**config.mk**
```make
export PLATFORM = sky130hd
export DESIGN_NAME = pgc_ctrl
export DESIGN_NICKNAME = d
export VERILOG_FILES = /design/src/sv/assert_macros.svh /design/src/sv/pgc_pkg.sv /design/src/sv/pgc_ctrl.sv
export SDC_FILE = /design/constraint.sdc
export NUM_CORES = 1
export LEC_CHECK = 0
export BUFFER_PORTS_ARGS = -buffer_cell sky130_fd_sc_hd__buf_2
export CORE_AREA = 2 2 39 41
export DETAILED_ROUTE_END_ITERATION = 6
export DIE_AREA = 0 0 41 43
export PLACE_DENSITY = 0.73
export SETUP_SLACK_MARGIN = 0.05
export SYNTH_ARGS = -nofsm -noshare
export SYNTH_HDL_FRONTEND = slang
export SYNTH_SLANG_ARGS = --single-unit
```
**constraint.sdc**
```tcl
create_clock -name clk -period 3.53 [get_ports clk]
set_input_delay 0.706 -clock clk [delete_from_list [all_inputs] [get_ports clk]]
set_output_delay 0.706 -clock clk [all_outputs]
set_load 0.02 [all_outputs]
```
**src/sv/assert_macros.svh**
```systemverilog
// ----------------------------------------------------------------------------
// assert_macros.svh - concurrent assertion helpers
// Implication and next-cycle forms, compiled out when ASSERT_OFF is set.
// ----------------------------------------------------------------------------
`ifndef ASSERT_MACROS_SVH
`define ASSERT_MACROS_SVH

`ifndef ASSERT_OFF
`define ASSERT_IMPLY(label, clk, rst, ante, cons) \
  label: assert property (@(posedge clk) disable iff (rst) (ante) |-> (cons)) \
    else $error("assertion failed");
`define ASSERT_NEXT(label, clk, rst, ante, cons) \
  label: assert property (@(posedge clk) disable iff (rst) (ante) |=> (cons)) \
    else $error("assertion failed");
`else
`define ASSERT_IMPLY(label, clk, rst, ante, cons)
`define ASSERT_NEXT(label, clk, rst, ante, cons)
`endif

`endif

```
**src/sv/pgc_pkg.sv**
```systemverilog
// ----------------------------------------------------------------------------
// pgc_pkg - prime gap champion shared definitions
// Request/response payloads and controller/datapath command and status.
// ----------------------------------------------------------------------------
`timescale 1ns / 1ps

package pgc_pkg;

  localparam int NUM_LIMIT_DEF = 65536;
  localparam int MAX_GAP_DEF   = 128;
  localparam int HIST_W        = 16;
  localparam int GAP_OUT_W     = 7;

  typedef struct packed {
    logic [15:0] range_low;
    logic [15:0] range_high;
  } req_t;

  typedef struct packed {
    logic                 has_champion;
    logic [GAP_OUT_W-1:0] champion_gap;
  } rsp_t;

  typedef struct packed {
    logic fill;        // bitmap fill sweep
    logic sieve_init;  // start sieve at 2
    logic sieve_rd;    // read bitmap at sieve index
    logic mark_init;   // load strike pointer with i*i
    logic mark;        // strike one multiple
    logic sieve_next;  // advance sieve index
    logic accept;      // take a request
    logic clear;       // histogram clear sweep
    logic walk;        // range walk
    logic hist_wr;     // histogram increment write
    logic scan;        // histogram max scan
    logic load_res;    // load response register
  } cmd_t;

  typedef struct packed {
    logic fill_last;
    logic map_prime;
    logic sieve_last;
    logic mark_last;
    logic empty;
    logic clr_last;
    logic walk_hit;
    logic walk_end;
    logic scan_end;
    logic res_busy;
  } sts_t;

endpackage

```
**src/sv/pgc_ctrl.sv**
```systemverilog
// ----------------------------------------------------------------------------
// pgc_ctrl - prime gap champion controller
// Sequences bitmap build, then per request: clear, walk, scan, respond (empty ranges skip walk and scan).
// ----------------------------------------------------------------------------
`timescale 1ns / 1ps

module pgc_ctrl (
  input  logic           clk,
  input  logic           rst,
  input  logic           req_valid,
  output logic           req_stall,
  output pgc_pkg::cmd_t  cmd,
  input  pgc_pkg::sts_t  sts
);

  typedef enum logic [3:0] {
    S_FILL,
    S_SRD,
    S_SCHK,
    S_MARK,
    S_IDLE,
    S_CLR,
    S_WALK,
    S_HRD,
    S_HWR,
    S_SCAN,
    S_DONE
  } state_t;

  state_t state;
  state_t state_next;

  assign req_stall = (state != S_IDLE);

  always_comb begin
    cmd        = '0;
    state_next = state;
    case (state)
      S_FILL: begin
        cmd.fill = 1'b1;
        if (sts.fill_last) begin
          cmd.sieve_init = 1'b1;
          state_next     = S_SRD;
        end
      end
      S_SRD: begin
        cmd.sieve_rd = 1'b1;
        state_next   = S_SCHK;
      end
      S_SCHK: begin
        if (sts.map_prime) begin
          cmd.mark_init = 1'b1;
          state_next    = S_MARK;
        end else begin
          cmd.sieve_next = 1'b1;
          state_next     = sts.sieve_last ? S_IDLE : S_SRD;
        end
      end
      S_MARK: begin
        cmd.mark = 1'b1;
        if (sts.mark_last) begin
          cmd.sieve_next = 1'b1;
          state_next     = sts.sieve_last ? S_IDLE : S_SRD;
        end
      end
      S_IDLE: begin
        if (req_valid) begin
          cmd.accept = 1'b1;
          state_next = S_CLR;
        end
      end
      S_CLR: begin
        cmd.clear = 1'b1;
        if (sts.clr_last) begin
          state_next = sts.empty ? S_DONE : S_WALK;
        end
      end
      S_WALK: begin
        cmd.walk = 1'b1;
        if (sts.walk_hit) begin
          state_next = S_HRD;
        end else if (sts.walk_end) begin
          state_next = S_SCAN;
        end
      end
      S_HRD: begin
        state_next = S_HWR;
      end
      S_HWR: begin
        cmd.hist_wr = 1'b1;
        state_next  = S_WALK;
      end
      S_SCAN: begin
        cmd.scan = 1'b1;
        if (sts.scan_end) begin
          state_next = S_DONE;
        end
      end
      S_DONE: begin
        if (!sts.res_busy) begin
          cmd.load_res = 1'b1;
          state_next   = S_IDLE;
        end
      end
      default: begin
        state_next = S_IDLE;
      end
    endcase
  end

  always_ff @(posedge clk) begin
    if (rst) begin
      state <= S_FILL;
    end else begin
      state <= state_next;
    end
  end

endmodule

```
==> impl_metrics.prom, run 1 <==
# TYPE chip_impl_metric gauge
chip_impl_metric{name="clock_tree_sinks",unit=""} 4
chip_impl_metric{name="worst_ep_required_time",unit="ns"} 2.82
chip_impl_metric{name="synth-seq-cells",unit=""} 4
chip_impl_metric{name="holdBufCountCts",unit=""} 0
chip_impl_metric{name="cts_setup_buffers",unit=""} 0
chip_impl_metric{name="final_max_slew_viol_count",unit=""} 0
chip_impl_metric{name="worst_ep_arrival_time",unit="ns"} 1.74
chip_impl_metric{name="cts_made_buffers",unit=""} 3
chip_impl_info{name="synth_top_flop_cell",value="sky130_fd_sc_hd__dfxtp_1"} 1
chip_impl_metric{name="num_vias",unit=""} 557
chip_impl_metric{name="synthesis.area",unit="um^2"} 487
chip_impl_metric{name="antenna_cells",unit=""} 0
chip_impl_metric{name="grt_pass1_wl",unit="um"} 1900
chip_impl_metric{name="final_nets",unit=""} 106
chip_impl_metric{name="placement_rows",unit=""} 14
chip_impl_metric{name="async_flop_share",unit="%"} 0
chip_impl_metric{name="timing.final.hold_violations",unit=""} 0
chip_impl_metric{name="grt_pass1_vias",unit=""} 448
chip_impl_info{name="crit_chain",value="nand2b_1 -> a2111oi_0 -> buf_2"} 1
chip_impl_metric{name="path_max_fanout",unit=""} 17
chip_impl_info{name="setup.worst_path.class",value="reg -> out"} 1
chip_impl_metric{name="swShare",unit="%"} 49.7
chip_impl_metric{name="cp_slowest_stage_delay",unit="ns"} 0.63
chip_impl_metric{name="die-area",unit="um^2"} 1760
chip_impl_metric{name="clk_path_buf_depth",unit=""} 2
chip_impl_metric{name="post-route-worst-setup-slack",unit="ns"} 1.08
chip_impl_metric{name="initial_antenna_violation_count",unit=""} 0
chip_impl_metric{name="synthesis.area_per_instance",unit="um^2"} 7.16
chip_impl_metric{name="clock_pin_slew_worst_setup_and_hold_paths",unit="ns"} 0.04
chip_impl_info{name="biggestRegsByFlops",value="state x4"} 1
chip_impl_info{name="critPathLaunch",value="state[1]"} 1
chip_impl_metric{name="num_io_pins",unit=""} 26
chip_impl_info{name="critPathSlowestCell",value="sky130_fd_sc_hd__dfxtp_1"} 1
chip_impl_metric{name="drt_first_pass_iters",unit=""} 4
chip_impl_metric{name="port_buffers",unit=""} 25
chip_impl_metric{name="wl",unit="um"} 1260
chip_impl_metric{name="powerDensity",unit="nW/um^2"} 579
chip_impl_metric{name="ctsResizeCount",unit=""} 0
chip_impl_info{name="timing.critical_path.to_type",value="primary output"} 1
chip_impl_metric{name="vias_per_cell",unit=""} 5.21
chip_impl_metric{name="share_seq_of_total_power",unit="%"} 28.1
chip_impl_metric{name="power.share.combinational",unit="%"} 56.1
chip_impl_metric{name="start_util",unit="%"} 35.2
chip_impl_metric{name="worst_r2r_path_depth",unit=""} 4
chip_impl_metric{name="drc",unit=""} 0
chip_impl_metric{name="pre_cts_worst_setup_slack",unit="ns"} 1.29
chip_impl_metric{name="track_usage",unit="%"} 15.4
chip_impl_metric{name="ys_seq_area_share",unit="%"} 16.5
chip_impl_metric{name="insertion_delay",unit="ns"} 0.24
chip_impl_info{name="status",value="complete, no violations"} 1
chip_impl_info{name="max_flop_register",value="state"} 1
chip_impl_metric{name="floorplan.die.width",unit="um"} 41
chip_impl_metric{name="max_cap_viol_count",unit=""} 0
chip_impl_info{name="reg2reg_from",value="state[1]"} 1
chip_impl_info{name="tritoncts",value="built"} 1
chip_impl_metric{name="switching_power",unit="W"} 0.000182
chip_impl_metric{name="synthesis.instances",unit=""} 68
chip_impl_metric{name="total_of_fill_cells_in_the_finished_design",unit=""} 161
chip_impl_metric{name="worst-slew-pin-transition",unit="ns"} 0.508
chip_impl_metric{name="hold-worst-slack",unit="ns"} 0.667
chip_impl_metric{name="worst_clock_skew",unit="ns"} 0.00238
chip_impl_metric{name="p_int",unit="W"} 0.000183
chip_impl_metric{name="setup_violating_endpoint_count_in_the_final_report",unit=""} 0
chip_impl_info{name="critPathLaunchType",value="flop"} 1
chip_impl_metric{name="drt.antenna.violating_nets",unit=""} 0
chip_impl_metric{name="tns",unit="ns"} 0
chip_impl_info{name="clock-root-buffer",value="sky130_fd_sc_hd__clkbuf_4"} 1
chip_impl_metric{name="layout_min_cycle_time",unit="ns"} 2.45
chip_impl_metric{name="floorplan.die.height",unit="um"} 43
chip_impl_metric{name="grt_max_degree",unit=""} 18
chip_impl_metric{name="synth_enable_flop_cells",unit=""} 0
chip_impl_metric{name="finalWeightedCongestion",unit=""} 0.820
chip_impl_metric{name="drt-initial-drc-count",unit=""} 8
chip_impl_metric{name="clkPwrFrac",unit="%"} 15.8
chip_impl_metric{name="timing.final.crit_share",unit="%"} 69.4
chip_impl_metric{name="highest_clock_rate",unit="MHz"} 408
chip_impl_metric{name="power_leakage",unit="nW"} 0.290
chip_impl_metric{name="design.core.area",unit="um^2"} 1380
chip_impl_info{name="hp-class",value="reg -> reg"} 1
chip_impl_metric{name="routed_wire_length_per_instance",unit="um"} 11.7
chip_impl_metric{name="synth.distinct_cells",unit=""} 34
chip_impl_metric{name="overflow",unit=""} 0
chip_impl_metric{name="worst_hold_path.num_cells",unit=""} 2
chip_impl_metric{name="final_core_util",unit="%"} 45.6
chip_impl_metric{name="h-tree-depth",unit=""} 1
chip_impl_metric{name="power.ir.vdd_worst",unit="V"} 0.000217
chip_impl_info{name="worst_hold_start",value="state[0]"} 1
chip_impl_metric{name="yosysWarningCount",unit=""} 0
chip_impl_metric{name="drive_above_1_share",unit="%"} 35.2
chip_impl_metric{name="hpwl",unit="um"} 920
chip_impl_metric{name="synthToLayoutAreaGrowth",unit="%"} 29.6
chip_impl_info{name="rsz_0062_raised_after_global_routing",value="no"} 1
chip_impl_metric{name="largest_register_ff_count",unit=""} 4
chip_impl_metric{name="syn_nets",unit=""} 81
chip_impl_metric{name="relSlewSlack",unit="%"} 66.1
[per-stage QoR]
step / instance area (um^2) / total power, W / std cells
6_report: 631 / 0.000365 / 107
5_1_grt: 631 / 0.000396 / 107
4_1_cts: 631 / 0.000367 / 107
3_5_place_dp: 608 / 0.000307 / 104
3_3_place_gp: 608 / 0.000302 / 104
2_1_floorplan: 487 / 0.000257 / 68
[area by class of cell]
type | instances | area, um^2 | share of cell area, %
Sequential cell | 4 | 80.1 | 12.7
Inverter | 4 | 15.0 | 2.38
Clock buffer | 3 | 22.5 | 3.57
Multi-Input combinational cell | 55 | 368 | 58.3
Tap cell | 16 | 20.0 | 3.17
Timing Repair Buffer | 25 | 125 | 19.8
[critical path, delay by kind of cell, from the launching register on]
family                 cells  cell delay (ns)
AOI/OAI and AO/OA          1             0.39
buffers and inverters      1             0.23
DFF                        1             0.63
and+or+nand+nor            1             0.25
[layer usage]
layer / GRT usage (%) / vias to the layer above / part of all wire [%]
met3: 3.14 / 3 / 8.2
li1: - / 290 / -
met1: 21.8 / 240 / 44
met5: 0 / - / 0
met4: 8.00 / 0 / 1.5
met2: 21.3 / 24 / 46
[layout by cell type, fill, tap and decap left out]
cell	n
sky130_fd_sc_hd__buf_2	25
sky130_fd_sc_hd__nand2_1	5
sky130_fd_sc_hd__inv_1	4
sky130_fd_sc_hd__nor3_1	4
sky130_fd_sc_hd__nor2b_1	4
sky130_fd_sc_hd__nand2b_1	4
sky130_fd_sc_hd__nor2_1	4
sky130_fd_sc_hd__dfxtp_1	4
sky130_fd_sc_hd__and2_1	3
sky130_fd_sc_hd__o21ai_0	3
sky130_fd_sc_hd__clkbuf_4	3
sky130_fd_sc_hd__and3_1	2
sky130_fd_sc_hd__or4b_1	2
sky130_fd_sc_hd__mux2_2	2
sky130_fd_sc_hd__nor3b_1	2
sky130_fd_sc_hd__a21oi_1	2
sky130_fd_sc_hd__mux2i_1	2
sky130_fd_sc_hd__nor4bb_1	1
sky130_fd_sc_hd__or2b_1	1
sky130_fd_sc_hd__nor2_2	1
sky130_fd_sc_hd__nor4b_1	1
sky130_fd_sc_hd__nor4_1	1
sky130_fd_sc_hd__a2111oi_0	1
sky130_fd_sc_hd__nand3_1	1
sky130_fd_sc_hd__o31ai_1	1
sky130_fd_sc_hd__a31oi_1	1
sky130_fd_sc_hd__nand3b_1	1
sky130_fd_sc_hd__or3b_1	1
sky130_fd_sc_hd__a32oi_1	1
sky130_fd_sc_hd__mux2_4	1
sky130_fd_sc_hd__o311ai_0	1
sky130_fd_sc_hd__o22ai_1	1
sky130_fd_sc_hd__o2bb2ai_1	1
[cells in the mapped netlist (2+ instances only)]
cell	n	area share, %
sky130_fd_sc_hd__nor3_1	4	4.1
sky130_fd_sc_hd__nor3b_1	2	3.1
sky130_fd_sc_hd__clkbuf_1	3	2.3
sky130_fd_sc_hd__mux2_2	2	4.6
sky130_fd_sc_hd__nand2_1	5	3.9
sky130_fd_sc_hd__nor2b_1	4	5.1
sky130_fd_sc_hd__o21ai_0	3	3.1
sky130_fd_sc_hd__inv_1	4	3.1
sky130_fd_sc_hd__nand2b_1	4	5.1
sky130_fd_sc_hd__mux2i_1	2	4.1
sky130_fd_sc_hd__and2_1	3	3.9
sky130_fd_sc_hd__a21oi_1	2	2.1
sky130_fd_sc_hd__and3_1	2	2.6
sky130_fd_sc_hd__dfxtp_1	4	16
sky130_fd_sc_hd__or4b_1	2	4.1
sky130_fd_sc_hd__nor2_1	4	3.1
[cell families (layout without fill, tap and decap cells)]
kind of cell	Yosys count	in the layout	synth area share, %
AND/OR/NAND/NOR	38	38	47.3
AO/OA/AOI/OAI	12	12	16.5
buffers and inverters	9	32	7.97
multiplexers	5	5	11.8
flip-flops	4	4	16.5
[power groups by stage]
stage               clock [W]  sequential, W  combinational [W]
floorplan                   0      0.0000705           0.000187
global placement            0      0.0000997           0.000202
detailed placement          0       0.000102           0.000204
CTS                 0.0000588       0.000102           0.000206
global route        0.0000615       0.000108           0.000226
finish              0.0000577       0.000103           0.000205
[final timing paths]
kind / slack [ns] / endpoint
min: 0.67 / state[0]
min reg2reg: 0.67 / state[0]
max reg2reg: 1.49 / state[2]
max: 1.08 / cmd[6]
Power figures use the tool's default switching activity.
==> inputs of run 2 (changes only) <==
--- a/config.mk
+++ b/config.mk
@@ -9,7 +9,7 @@
 export CORE_AREA = 2 2 39 41
 export DETAILED_ROUTE_END_ITERATION = 6
 export DIE_AREA = 0 0 41 43
-export PLACE_DENSITY = 0.73
+export PLACE_DENSITY = 0.76
 export SETUP_SLACK_MARGIN = 0.05
 export SYNTH_ARGS = -nofsm -noshare
 export SYNTH_HDL_FRONTEND = slang
==> constraint.sdc (replaced) <==
create_clock -name clk -period 2.1 [get_ports clk]
set_input_delay 0.42 -clock clk [delete_from_list [all_inputs] [get_ports clk]]
set_output_delay 0.42 -clock clk [all_outputs]
set_load 0.02 [all_outputs]
==> run 2 against run 1 <==
Non-clock buffer count increased by 4; worst hold slack got worse by 0.17 ns; core utilization increased by 2.8 points; final cell count increased by 3.7%; clock skew increased by 0.0040 ns; combinational power increased by 91%; sequential power increased by 58%; critical endpoint is now cmd[1].
==> impl_metrics.prom, run 2 (same netlist as run 1, synthesis figures left out) <==
# TYPE chip_impl_metric gauge
chip_impl_info{name="status",value="complete, no violations"} 1
chip_impl_metric{name="layout.cell_area.non_filler",unit="um^2"} 669
chip_impl_info{name="timing.critical_path.to_type",value="primary output"} 1
chip_impl_info{name="biggestRegsByFlops",value="state x4"} 1
chip_impl_metric{name="worst_clock_skew",unit="ns"} 0.00641
chip_impl_info{name="hp-class",value="in -> reg"} 1
chip_impl_metric{name="track_usage",unit="%"} 16.4
chip_impl_metric{name="overflow",unit=""} 0
chip_impl_metric{name="cts_setup_buffers",unit=""} 0
chip_impl_metric{name="routed_wire_length_per_instance",unit="um"} 12.0
chip_impl_metric{name="place_area",unit="um^2"} 639
chip_impl_metric{name="cts_made_buffers",unit=""} 3
chip_impl_metric{name="die-area",unit="um^2"} 1760
chip_impl_metric{name="worst-slew-pin-transition",unit="ns"} 0.382
chip_impl_metric{name="post-route-worst-setup-slack",unit="ns"} 0.120
chip_impl_metric{name="num_vias",unit=""} 590
chip_impl_info{name="tritoncts",value="built"} 1
chip_impl_info{name="clock-root-buffer",value="sky130_fd_sc_hd__clkbuf_4"} 1
chip_impl_metric{name="timing.final.crit_share",unit="%"} 94.3
chip_impl_metric{name="synthToLayoutAreaGrowth",unit="%"} 37.5
chip_impl_metric{name="num_io_pins",unit=""} 26
chip_impl_metric{name="worst-path-buf-inv",unit=""} 2
chip_impl_info{name="largest_delay_contributor_family_on_the_critical_path",value="flip-flops"} 1
chip_impl_info{name="setup.worst_path.class",value="reg -> out"} 1
chip_impl_metric{name="power.ir.vdd_worst",unit="V"} 0.000324
chip_impl_metric{name="final_max_slew_viol_count",unit=""} 0
chip_impl_metric{name="worst_ep_required_time",unit="ns"} 1.68
chip_impl_metric{name="clock_pin_slew_worst_setup_and_hold_paths",unit="ns"} 0.04
chip_impl_metric{name="powerDensity",unit="nW/um^2"} 971
chip_impl_metric{name="h-tree-depth",unit=""} 1
chip_impl_metric{name="grt_max_degree",unit=""} 15
chip_impl_info{name="critPathSlowestCell",value="sky130_fd_sc_hd__dfxtp_1"} 1
chip_impl_metric{name="design.core.area",unit="um^2"} 1380
chip_impl_info{name="critPathLaunchType",value="flop"} 1
chip_impl_metric{name="port_buffers",unit=""} 25
chip_impl_info{name="crit_chain",value="buf_4 -> nor4bb_1 -> buf_2"} 1
chip_impl_metric{name="initial_antenna_violation_count",unit=""} 0
chip_impl_metric{name="holdBufCountCts",unit=""} 0
chip_impl_metric{name="timing.final.hold_violations",unit=""} 0
chip_impl_metric{name="finalWeightedCongestion",unit=""} 0.850
chip_impl_info{name="layout.cells.most_common",value="sky130_fd_sc_hd__buf_2"} 1
chip_impl_metric{name="drt-initial-drc-count",unit=""} 8
chip_impl_metric{name="start_util",unit="%"} 35.2
chip_impl_metric{name="drt.antenna.violating_nets",unit=""} 0
chip_impl_metric{name="placement_rows",unit=""} 14
chip_impl_metric{name="highest_clock_rate",unit="MHz"} 505
chip_impl_metric{name="tns",unit="ns"} 0
chip_impl_metric{name="grt_pass1_wl",unit="um"} 2040
chip_impl_metric{name="antenna_cells",unit=""} 0
chip_impl_metric{name="pre_cts_worst_setup_slack",unit="ns"} 0.169
chip_impl_metric{name="hpwl",unit="um"} 1040
chip_impl_metric{name="drc",unit=""} 0
chip_impl_info{name="layout_common_cells",value="25 x sky130_fd_sc_hd__buf_2, 5 x sky130_fd_sc_hd__nand2_1"} 1
chip_impl_metric{name="cp_slowest_stage_delay",unit="ns"} 0.48
chip_impl_info{name="rsz_0062_raised_after_global_routing",value="yes"} 1
chip_impl_metric{name="path_max_fanout",unit=""} 8
chip_impl_metric{name="largest_register_ff_count",unit=""} 4
chip_impl_metric{name="floorplan.die.height",unit="um"} 43
chip_impl_metric{name="setup_violating_endpoint_count_in_the_final_report",unit=""} 0
chip_impl_metric{name="clock_tree_sinks",unit=""} 4
chip_impl_metric{name="worst_ep_arrival_time",unit="ns"} 1.56
chip_impl_metric{name="floorplan.die.width",unit="um"} 41
chip_impl_metric{name="final_nets",unit=""} 110
chip_impl_metric{name="drt_first_pass_iters",unit=""} 4
chip_impl_info{name="max_flop_register",value="state"} 1
chip_impl_metric{name="power_leakage",unit="nW"} 0.312
chip_impl_metric{name="insertion_delay",unit="ns"} 0.24
chip_impl_metric{name="wl",unit="um"} 1330
chip_impl_metric{name="relSlewSlack",unit="%"} 74.3
chip_impl_metric{name="clk_path_buf_depth",unit=""} 2
chip_impl_metric{name="drive_above_1_share",unit="%"} 41.1
chip_impl_metric{name="max_cap_viol_count",unit=""} 0
chip_impl_metric{name="vias_per_cell",unit=""} 5.32
chip_impl_metric{name="layout_min_cycle_time",unit="ns"} 1.98
chip_impl_metric{name="grt_pass1_vias",unit=""} 502
-- run 2: timing repair --
item,4_1_cts,5_1_grt
gates resized for setup,1,2
endpoints found under the setup margin,1,2
pin swaps,0,0
-- run 2: tightest hold or removal path: stages --
cell,delay (ns)
sky130_fd_sc_hd__buf_2,0.11
sky130_fd_sc_hd__nor2_1,0.05
sky130_fd_sc_hd__nand2_1,0.05
sky130_fd_sc_hd__mux2i_1,0.05
-- run 2: cell type report --
cell class                      count  area [um^2]
Clock buffer                        3         22.5
Fill cell                         138          714
Inverter                            4         15.0
Multi-Input combinational cell     55          374
Sequential cell                     4         82.6
Tap cell                           16         20.0
Timing Repair Buffer               29          155
-- run 2: metrics by stage --
step	instances	power, W	hold slack, ns	utilization (%)
after detailed placement	108	0.000542	0.642	46.2
after floorplan	68	0.000435	0.590	-
after global placement	108	0.000530	0.616	46.2
after CTS	111	0.000644	0.492	47.9
final	111	0.000650	0.493	48.4
after global routing	111	0.000704	0.509	48.4
-- run 2: worst paths after layout --
kind,startpoint,cells past startpoint,end,slack (ns)
max,state[3],3,cmd[1],0.12
min,rst,4,state[0],0.49
max reg2reg,state[3],4,state[2],0.25
min reg2reg,state[0],2,state[0],0.57
-- run 2: layer usage --
metal	wire length (um)	vias to the layer above	track usage [%]	share of wire (%)
li1	-	301	-	-
met1	573	266	21.1	43
met2	668	23	25.9	50
met3	85	0	3.14	6.4
met4	0	0	6.00	0
met5	0	-	0	0
-- run 2: power breakdown --
part | total, W | internal [W] | switching [W] | leakage, nW
combinational | 0.000392 | 0.000172 | 0.000220 | 0.265
clock | 0.0000954 | 0.0000639 | 0.0000315 | 0.0138
sequential | 0.000163 | 0.000101 | 0.0000617 | 0.0333
==> inputs of run 3 (changes only) <==
--- a/config.mk
+++ b/config.mk
@@ -9,7 +9,8 @@
 export CORE_AREA = 2 2 39 41
 export DETAILED_ROUTE_END_ITERATION = 6
 export DIE_AREA = 0 0 41 43
-export PLACE_DENSITY = 0.76
+export PLACE_DENSITY = 0.7
+export RECOVER_POWER = 100
 export SETUP_SLACK_MARGIN = 0.05
 export SYNTH_ARGS = -nofsm -noshare
 export SYNTH_HDL_FRONTEND = slang
==> run 3 against run 2 <==
Global-route usage grew 0.42 points; clock skew shrank 0.00080 ns; final cell count is the same; first-iteration DRC count grew 110%; core utilization shrank 1.6 points; critical path type unchanged; critical path depth grew 1; critical endpoint is now cmd[6]; largest cell class unchanged; clock-buffer cell count is the same; non-clock buffer count is the same; die area is the same; worst setup slack gained 0.012 ns; power shrank 4.7%; combinational power shrank 4%; highest routed layer is now met4.
==> impl_metrics.prom, run 3 (same netlist as run 1, synthesis figures left out) <==
# TYPE chip_impl_metric gauge
chip_impl_metric{name="worst_hold_path.num_cells",unit=""} 4
chip_impl_metric{name="design_power_total",unit="W"} 0.000619
chip_impl_metric{name="tns",unit="ns"} 0
chip_impl_info{name="biggestRegsByFlops",value="state x4"} 1
chip_impl_metric{name="drt-initial-drc-count",unit=""} 17
chip_impl_metric{name="clock_tree_sinks",unit=""} 4
chip_impl_metric{name="largest_register_ff_count",unit=""} 4
chip_impl_info{name="rsz_0062_raised_after_global_routing",value="yes"} 1
chip_impl_metric{name="power.ir.vdd_worst",unit="V"} 0.000379
chip_impl_metric{name="layout_min_cycle_time",unit="ns"} 1.97
chip_impl_metric{name="global_route.usage.met1",unit="%"} 21.8
chip_impl_metric{name="num_vias",unit=""} 599
chip_impl_info{name="tritoncts",value="built"} 1
chip_impl_metric{name="cts_made_buffers",unit=""} 3
chip_impl_metric{name="num_io_pins",unit=""} 26
chip_impl_metric{name="total_of_fill_cells_in_the_finished_design",unit=""} 149
chip_impl_metric{name="final_max_slew_viol_count",unit=""} 0
chip_impl_metric{name="post-route-worst-setup-slack",unit="ns"} 0.132
chip_impl_metric{name="powerDensity",unit="nW/um^2"} 958
chip_impl_metric{name="pre_cts_worst_setup_slack",unit="ns"} 0.174
chip_impl_metric{name="antenna_cells",unit=""} 0
chip_impl_metric{name="h-tree-depth",unit=""} 1
chip_impl_metric{name="final_nets",unit=""} 110
chip_impl_metric{name="placement_rows",unit=""} 14
chip_impl_info{name="layout.cells.most_common",value="sky130_fd_sc_hd__buf_2"} 1
chip_impl_metric{name="floorplan.die.width",unit="um"} 41
chip_impl_info{name="layout_common_cells",value="15 x sky130_fd_sc_hd__buf_2, 8 x sky130_fd_sc_hd__clkbuf_1, 5 x sky130_fd_sc_hd__nand2_1, 5 x sky130_fd_sc_hd__nor2_1"} 1
chip_impl_metric{name="timing.final.crit_share",unit="%"} 93.7
chip_impl_metric{name="drt_first_pass_iters",unit=""} 4
chip_impl_metric{name="initial_antenna_violation_count",unit=""} 0
chip_impl_metric{name="clk_path_buf_depth",unit=""} 2
chip_impl_metric{name="holdBufCountCts",unit=""} 0
chip_impl_info{name="busiest_layer_in_global_routing",value="met2"} 1
chip_impl_metric{name="design.core.area",unit="um^2"} 1380
chip_impl_metric{name="overflow",unit=""} 0
chip_impl_metric{name="grt_pass1_wl",unit="um"} 2040
chip_impl_info{name="critPathLaunchType",value="flop"} 1
chip_impl_metric{name="globalRouteMet3Util",unit="%"} 0
chip_impl_metric{name="relSlewSlack",unit="%"} 72.7
chip_impl_metric{name="drc",unit=""} 0
chip_impl_metric{name="post-place-cells",unit=""} 108
chip_impl_metric{name="worst-slew-pin-transition",unit="ns"} 0.405
chip_impl_metric{name="hpwl",unit="um"} 999
chip_impl_metric{name="die-area",unit="um^2"} 1760
chip_impl_metric{name="synthToLayoutAreaGrowth",unit="%"} 32.9
chip_impl_info{name="max_flop_register",value="state"} 1
chip_impl_metric{name="highest_clock_rate",unit="MHz"} 508
chip_impl_metric{name="final_core_util",unit="%"} 46.7
chip_impl_metric{name="floorplan.die.height",unit="um"} 43
chip_impl_metric{name="drt.antenna.violating_nets",unit=""} 0
chip_impl_info{name="timing.critical_path.to_type",value="primary output"} 1
chip_impl_metric{name="global_route_met2_usage",unit="%"} 26.6
chip_impl_metric{name="wl",unit="um"} 1300
chip_impl_metric{name="ctsResizeCount",unit=""} 0
chip_impl_info{name="hp-class",value="in -> reg"} 1
chip_impl_metric{name="finalWeightedCongestion",unit=""} 0.814
chip_impl_metric{name="cts_setup_buffers",unit=""} 0
chip_impl_metric{name="port_buffers",unit=""} 25
chip_impl_metric{name="routed_wire_length_per_instance",unit="um"} 11.7
chip_impl_metric{name="worst_clock_skew",unit="ns"} 0.00561
chip_impl_metric{name="worst_r2r_path_depth",unit=""} 4
chip_impl_metric{name="power_leakage",unit="nW"} 0.279
chip_impl_metric{name="stdcell_count",unit=""} 111
chip_impl_metric{name="drive_above_1_share",unit="%"} 28.4
chip_impl_metric{name="path_max_fanout",unit=""} 7
chip_impl_metric{name="timing.final.hold_violations",unit=""} 0
chip_impl_metric{name="track_usage",unit="%"} 16.9
chip_impl_metric{name="grt_max_degree",unit=""} 15
chip_impl_info{name="status",value="complete, no violations"} 1
chip_impl_metric{name="vias_per_cell",unit=""} 5.40
chip_impl_metric{name="insertion_delay",unit="ns"} 0.23
chip_impl_metric{name="grt_pass1_vias",unit=""} 511
chip_impl_metric{name="start_util",unit="%"} 35.2
chip_impl_metric{name="worst_ep_arrival_time",unit="ns"} 1.55
chip_impl_metric{name="clock_pin_slew_worst_setup_and_hold_paths",unit="ns"} 0.04
chip_impl_metric{name="setup_violating_endpoint_count_in_the_final_report",unit=""} 0
chip_impl_info{name="setup.worst_path.class",value="reg -> out"} 1
chip_impl_info{name="clock-root-buffer",value="sky130_fd_sc_hd__clkbuf_4"} 1
chip_impl_metric{name="max_cap_viol_count",unit=""} 0
chip_impl_metric{name="worst_ep_required_time",unit="ns"} 1.68
run 3: worst paths after layout:
| check | from | endpoint | slack [ns] |
|---|---|---|---|
| setup / recovery | state[2] | cmd[6] | 0.13 |
| setup reg to reg | state[0] | state[2] | 0.16 |
| hold / removal | rst | state[0] | 0.50 |
| hold reg to reg | state[0] | state[0] | 0.64 |
run 3: report_power, final:
part            total, W  switching [W]  internal, W
registers       0.000150      0.0000513    0.0000985
logic           0.000376       0.000220     0.000156
clock network  0.0000933      0.0000295    0.0000638
total           0.000619       0.000301     0.000318
run 3: layout make-up:
| class | instances | area [um^2] | share of cell area, % |
|---|---|---|---|
| clock buffer | 3 | 22.5 | 3.48 |
| inverter | 4 | 15.0 | 2.32 |
| multi-input combinational | 55 | 363 | 56.1 |
| sequential | 4 | 81.3 | 12.6 |
| tap | 16 | 20.0 | 3.09 |
| timing repair buffer | 29 | 145 | 22.4 |
run 3: through the flow:
stage,hold WS [ns],instance area [um^2]
6_report,0.503,647
5_1_grt,0.542,647
4_1_cts,0.498,662
3_5_place_dp,0.630,639
3_3_place_gp,0.623,639
2_1_floorplan,0.590,488
run 3: metal layers:
| layer | vias up | routed length, um |
|---|---|---|
| met5 | - | 0 |
| met3 | 2 | 110 |
| met1 | 268 | 582 |
| met2 | 30 | 594 |
| li1 | 299 | - |
| met4 | 0 | 12 |
run 3: worst max-delay path, cell delays in order, from the launching register on:
cell and delay (ns):
sky130_fd_sc_hd__dfxtp_1 0.37, sky130_fd_sc_hd__nand2b_1 0.19, sky130_fd_sc_hd__buf_4 0.16, sky130_fd_sc_hd__a2111oi_1 0.37
sky130_fd_sc_hd__clkbuf_2 0.24
